[config.mk]
export PLATFORM = sky130hd
export DESIGN_NAME = mmc_ctrl
export DESIGN_NICKNAME = d
export VERILOG_FILES = /design/src/mmc_pkg.sv /design/src/mmc_ctrl.sv
export SDC_FILE = /design/constraint.sdc
export NUM_CORES = 1
export LEC_CHECK = 0
export ABC_AREA = 1
export BUFFER_PORTS_ARGS = -buffer_cell sky130_fd_sc_hd__buf_4
export CAP_MARGIN = 20
export CORE_UTILIZATION = 56
export DETAILED_ROUTE_END_ITERATION = 10
export HOLD_SLACK_MARGIN = 0.15
export PLACE_DENSITY = 0.85
export SYNTH_ARGS = -nofsm -noshare
export SYNTH_HDL_FRONTEND = slang
export SYNTH_SLANG_ARGS = --single-unit
[constraint.sdc]
create_clock -name clk_i -period 3.3 [get_ports clk_i]
set_input_delay 0.495 -clock clk_i [delete_from_list [all_inputs] [get_ports clk_i]]
set_output_delay 0.495 -clock clk_i [all_outputs]
set_load 0.01 [all_outputs]
[src/mmc_pkg.sv]
// Shared types and constants of the match model context unit.
package mmc_pkg;

  localparam int unsigned HASH_BITS_DEF = 16;
  localparam int unsigned BUF_BITS_DEF  = 16;
  localparam int unsigned MAX_MATCH_DEF = 62;

  localparam int unsigned BPOS_W = 3;
  localparam int unsigned BYTE_W = 8;
  localparam int unsigned LEN_W  = 6;
  localparam int unsigned CODE_W = 6;
  localparam int unsigned CTX_W  = 14;

  localparam int unsigned IN_TDATA_W  = 24;
  localparam int unsigned OUT_TDATA_W = 24;

  // Upper-case ASCII range folded into the hashes.
  localparam logic [BYTE_W-1:0] ASCII_UPPER_LO = 8'd65;
  localparam logic [BYTE_W-1:0] ASCII_UPPER_HI = 8'd90;
  localparam logic [BYTE_W-1:0] ASCII_CASE_OFS = 8'd32;

  // Context code: short lengths keep full resolution, long ones are quartered.
  localparam logic [LEN_W-1:0]  LEN_SHORT_LIM = 6'd16;
  localparam logic [CODE_W-1:0] CODE_LONG_OFS = 6'd24;

  typedef enum logic [12:0] {
    ST_CLEAR   = 13'b0000000000001,
    ST_IDLE    = 13'b0000000000010,
    ST_HIST_WR = 13'b0000000000100,
    ST_DECIDE  = 13'b0000000001000,
    ST_CHECK2  = 13'b0000000010000,
    ST_TBL_RD  = 13'b0000000100000,
    ST_LOAD_MP = 13'b0000001000000,
    ST_VER_RD  = 13'b0000010000000,
    ST_VER_CMP = 13'b0000100000000,
    ST_TBL_WR1 = 13'b0001000000000,
    ST_TBL_WR2 = 13'b0010000000000,
    ST_PB_RD   = 13'b0100000000000,
    ST_OUT     = 13'b1000000000000
  } mmc_state_e;

  typedef struct packed {
    logic clr_wr;
    logic load_in;
    logic hist_wr;
    logic extend;
    logic tbl_rd;
    logic tbl_wr;
    logic tbl_sel;     // 0: first hash, 1: second hash
    logic mp_load;
    logic ver_rd;
    logic ver_inc;
    logic len_from_n;
    logic pb_rd;
    logic out_load;
  } mmc_cmd_t;

  typedef struct packed {
    logic clr_done;
    logic bpos_zero;
    logic len_nz;
    logic len_lt2;
    logic ver_end;
    logic ver_eq;
    logic out_free;
  } mmc_stat_t;

endpackage

[src/mmc_ctrl.sv]
// Sequencer of the match model context unit.
module mmc_ctrl (
  input  logic              clk_i,
  input  logic              rst_ni,
  input  logic              in_valid_i,
  output logic              in_ready_o,
  input  mmc_pkg::mmc_stat_t stat_i,
  output mmc_pkg::mmc_cmd_t  cmd_o
);
  import mmc_pkg::*;

  mmc_state_e state_q, state_d;
  logic       second_q, second_d;

  always_ff @(posedge clk_i or negedge rst_ni) begin
    if (!rst_ni) begin
      state_q  <= ST_CLEAR;
      second_q <= 1'b0;
    end else begin
      state_q  <= state_d;
      second_q <= second_d;
    end
  end

  always_comb begin
    state_d    = state_q;
    second_d   = second_q;
    cmd_o      = '0;
    in_ready_o = 1'b0;
    case (state_q)
      ST_CLEAR: begin
        cmd_o.clr_wr = 1'b1;
        if (stat_i.clr_done) state_d = ST_IDLE;
      end
      ST_IDLE: begin
        in_ready_o = 1'b1;
        if (in_valid_i) begin
          cmd_o.load_in = 1'b1;
          state_d = stat_i.bpos_zero ? ST_HIST_WR : ST_PB_RD;
        end
      end
      ST_HIST_WR: begin
        cmd_o.hist_wr = 1'b1;
        state_d = ST_DECIDE;
      end
      ST_DECIDE: begin
        if (stat_i.len_nz) begin
          cmd_o.extend = 1'b1;
          state_d = ST_CHECK2;
        end else begin
          second_d = 1'b0;
          state_d  = ST_TBL_RD;
        end
      end
      ST_CHECK2: begin
        if (stat_i.len_lt2) begin
          second_d = 1'b1;
          state_d  = ST_TBL_RD;
        end else begin
          state_d = ST_TBL_WR1;
        end
      end
      ST_TBL_RD: begin
        cmd_o.tbl_rd  = 1'b1;
        cmd_o.tbl_sel = second_q;
        state_d = ST_LOAD_MP;
      end
      ST_LOAD_MP: begin
        cmd_o.mp_load = 1'b1;
        state_d = ST_VER_RD;
      end
      ST_VER_RD: begin
        if (stat_i.ver_end) begin
          cmd_o.len_from_n = 1'b1;
          state_d = second_q ? ST_TBL_WR1 : ST_CHECK2;
        end else begin
          cmd_o.ver_rd = 1'b1;
          state_d = ST_VER_CMP;
        end
      end
      ST_VER_CMP: begin
        if (stat_i.ver_eq) begin
          cmd_o.ver_inc = 1'b1;
          state_d = ST_VER_RD;
        end else begin
          cmd_o.len_from_n = 1'b1;
          state_d = second_q ? ST_TBL_WR1 : ST_CHECK2;
        end
      end
      ST_TBL_WR1: begin
        cmd_o.tbl_wr  = 1'b1;
        cmd_o.tbl_sel = 1'b0;
        state_d = ST_TBL_WR2;
      end
      ST_TBL_WR2: begin
        cmd_o.tbl_wr  = 1'b1;
        cmd_o.tbl_sel = 1'b1;
        state_d = ST_PB_RD;
      end
      ST_PB_RD: begin
        cmd_o.pb_rd = 1'b1;
        state_d = ST_OUT;
      end
      ST_OUT: begin
        // hold until the output register can take the result
        if (stat_i.out_free) begin
          cmd_o.out_load = 1'b1;
          state_d = ST_IDLE;
        end
      end
      default: begin
        state_d = ST_CLEAR;
      end
    endcase
  end

endmodule

==> flow_summary_export.csv <==
group,metric,value,unit
timing,relSlewSlack,83.5,%
cells_and_area,nets,180,
cells_and_area,area_growth,24.5,%
grt,grt_pass1_wl,3.57,mm
synthesis,ys_seq_elements,14,
pwr,irDropWorstVdd,534,uV
clock_network,ctsResizeCount,0,
timing,period_share,63.2,%
pwr,pwr-share-clk,18.5,%
detailed_routing,via_per_inst,4.92,
timing,fin_crit,2.09,ns
clock_network,clkTransAtPathRegs,0.08,ns
clock_network,cts_tree,"built",
pwr,p_comb_share,48.9,%
timing,fmax,479,MHz
grt,antenna_found_initial,0,
detailed_routing,wl_met1,950,microns
timing,finalHoldViolations,0,
timing,rsz0062_at_grt,"no",
worst_setup_path,crit_path_max_incr_delay,0.44,ns
placed_design,place_congestion,0.837,
synthesis,ys_warn_count,0,
cells_and_area,most-common-layout-cells,"inv_1 (28), nor2_1 (28), nand2_1 (23), buf_4 (23), dfrtp_1 (13)",
floorplan,ios,24,
timing,tightest_slew,0.246,ns
grt,track_usage,25.3,%
worst_setup_path,required,2.80,ns
floorplan,initial_core_util,59.7,%
clock_network,h-tree-depth,1,
placed_design,io_buffers,23,
detailed_routing,drc,0,
pwr,p_leak,0.802,nW
detailed_routing,drtPass1Iterations,4,
cells_and_area,drive_gt1_share,36.7,%
clock_network,clock_sinks,14,
timing,fin_setup_tns,0,ns
placed_design,dp_worst_setup_slack,1.53,ns
clock_network,cts_root_buffer,"clkbuf_4",
worst_setup_path,path_class,"flop to output pin",
synthesis,synth_cells,141,
pwr,internal-power,0.000386,W
timing,finalMaxSlewViolations,0,
synthesis,ys_seq_area_share,34.5,%
detailed_routing,drt_iter0_markers,17,
status,status,"finished clean",
clock_network,clk_path_buf_depth,2,
synthesis,syn_nets,151,
detailed_routing,wl_met3,54,microns
pwr,p_per_area,537,nW/um^2
timing,setup_violations,0,
synthesis,avgSynthCellArea,7.23,sq um
cells_and_area,antenna-diode-count,0,
worst_setup_path,cp-start-kind,"flop",
floorplan,die-area,2000,sq um
detailed_routing,route.met2.wl,1.20,mm
worst_setup_path,cp.arrival,1.59,ns
timing,worst_slack,1.21,ns
detailed_routing,routed_wl,2.25,mm
grt,grt_pass1_vias,858,
worst_setup_path,timing.critical_path.buf_inv,1,
detailed_routing,routed.top_layer,"met4",
synthesis,synthDistinctLibCells,22,
worst_setup_path,slowest_stage,"dfrtp_1",
floorplan,fp-row-count,15,
grt,overflow,0,
pwr,p_sw_share,43.4,%
clock_network,cts_inserted_buffers,3,
detailed_routing,drtAntennaViolNets,0,
detailed_routing,vias,955,
timing,clock_skew,0.00453,ns
detailed_routing,routedWlPerCell,11.6,microns
worst_setup_path,regToRegSetupSlack,1.79,ns
placed_design,hpwl,1.74,mm
floorplan,die_h,44.7,microns
min_path,hp-class,"input pin to flop",
worst_setup_path,crit_family,"simple AND/OR/NAND/NOR gates",
synthesis,syn_area,1020,sq um
floorplan,die_x,44.7,microns
worst_setup_path,cp-end-kind,"output pin",
floorplan,core-area,1710,sq um
grt,grt_max_degree,15,
worst_setup_path,path_cells,"nor2_4 -> nand2_4 -> nor2_8 -> nand2_4 -> o22ai_2 -> buf_4",
worst_setup_path,crit_fanout,6,
pwr,p_seq_share,32.6,%
pwr,netSwitchingPower,0.000297,W
clock_network,clkLatencyLatePin,0.29,ns
run,maxCapViolCount,0,
worst_setup_path,critical_path.most_common_cell,"nand2_4",
synth_stat cells:
library cell,count,area share (%)
inv_1,28,10
nor2_1,28,10
nand2_1,23,8.5
dfrtp_1,13,32
nand2_2,8,4.9
nand3_1,7,3.4
inv_2,4,1.5
nor2_2,4,2.5
nor2_4,4,4.4
nand2_4,3,3.3
o21ai_0,3,1.5
nand3_2,2,2.0
nand3b_1,2,1.5
o21ai_1,2,0.98
o21ai_2,2,1.7
o22ai_2,2,2.5
a21oi_2,1,0.86
dfstp_2,1,2.6
inv_4,1,0.61
nand3_4,1,1.7
nand4_2,1,1.2
nor2_8,1,2.0
sequential cells by signal (all words and copies together) (netlist names):
| signal | cells |
|---|---|
| state_q | 13 |
| second_q | 1 |
power by group through the flow:
stage	Clock [W]	Combinational, W	Sequential, W
after global routing	0.000136	0.000368	0.000225
after CTS	0.000126	0.000333	0.000222
after detailed placement	0	0.000325	0.000225
after floorplan	0	0.000247	0.000221
final	0.000126	0.000334	0.000223
after global placement	0	0.000318	0.000223
cell families (layout without fill, tap and decap cells):
family,Yosys count,count (layout),share of synthesized area (%)
simple gates,84,84,45.6
buf+inv,33,61,12.4
flops,14,14,34.5
compound gates,10,10,7.48
metal layers:
| layer | vias to the layer above | track usage (%) |
|---|---|---|
| met5 | - | 0 |
| met1 | 452 | 29.1 |
| met2 | 15 | 45.3 |
| met3 | 6 | 4.90 |
| met4 | 0 | 10.9 |
| li1 | 482 | - |
layout make-up:
type	count	area, sq um
multi-input combinational	94	542
fill	132	438
sequential	14	352
timing repair buffer	24	183
inverter	33	126
clock buffer	4	36.3
tap	25	31.3
per-stage QoR:
step	utilization [%]	hold slack, ns	std cells	total power (W)	instance area [sq um]
3_3_place_gp	71.6	0.350	189	0.000541	1220
6_report	74.4	0.372	194	0.000683	1270
2_1_floorplan	-	0.199	141	0.000468	1020
5_1_grt	74.4	0.366	194	0.000729	1270
4_1_cts	74.4	0.370	194	0.000682	1270
3_5_place_dp	71.6	0.352	189	0.000551	1220
timing repair:
action / in CTS / in global routing
hold endpoints to repair: 13 / 0
hold buffers: 1 / 0
setup buffers: 0 / 0
path summary, 6_finish.rpt:
path | startpoint | endpoint | cells after the start
setup / recovery | state_q[7] | cmd_o[2] | 6
hold / removal | stat_i[2] | state_q[8] | 2
setup reg to reg | state_q[0] | state_q[0] | 10
hold reg to reg | second_q | state_q[4] | 1
max in group asynchronous | rst_ni | state_q[0] | 2
min in group asynchronous | rst_ni | state_q[3] | 2
No activity file was read; power rests on OpenSTA's default activity.
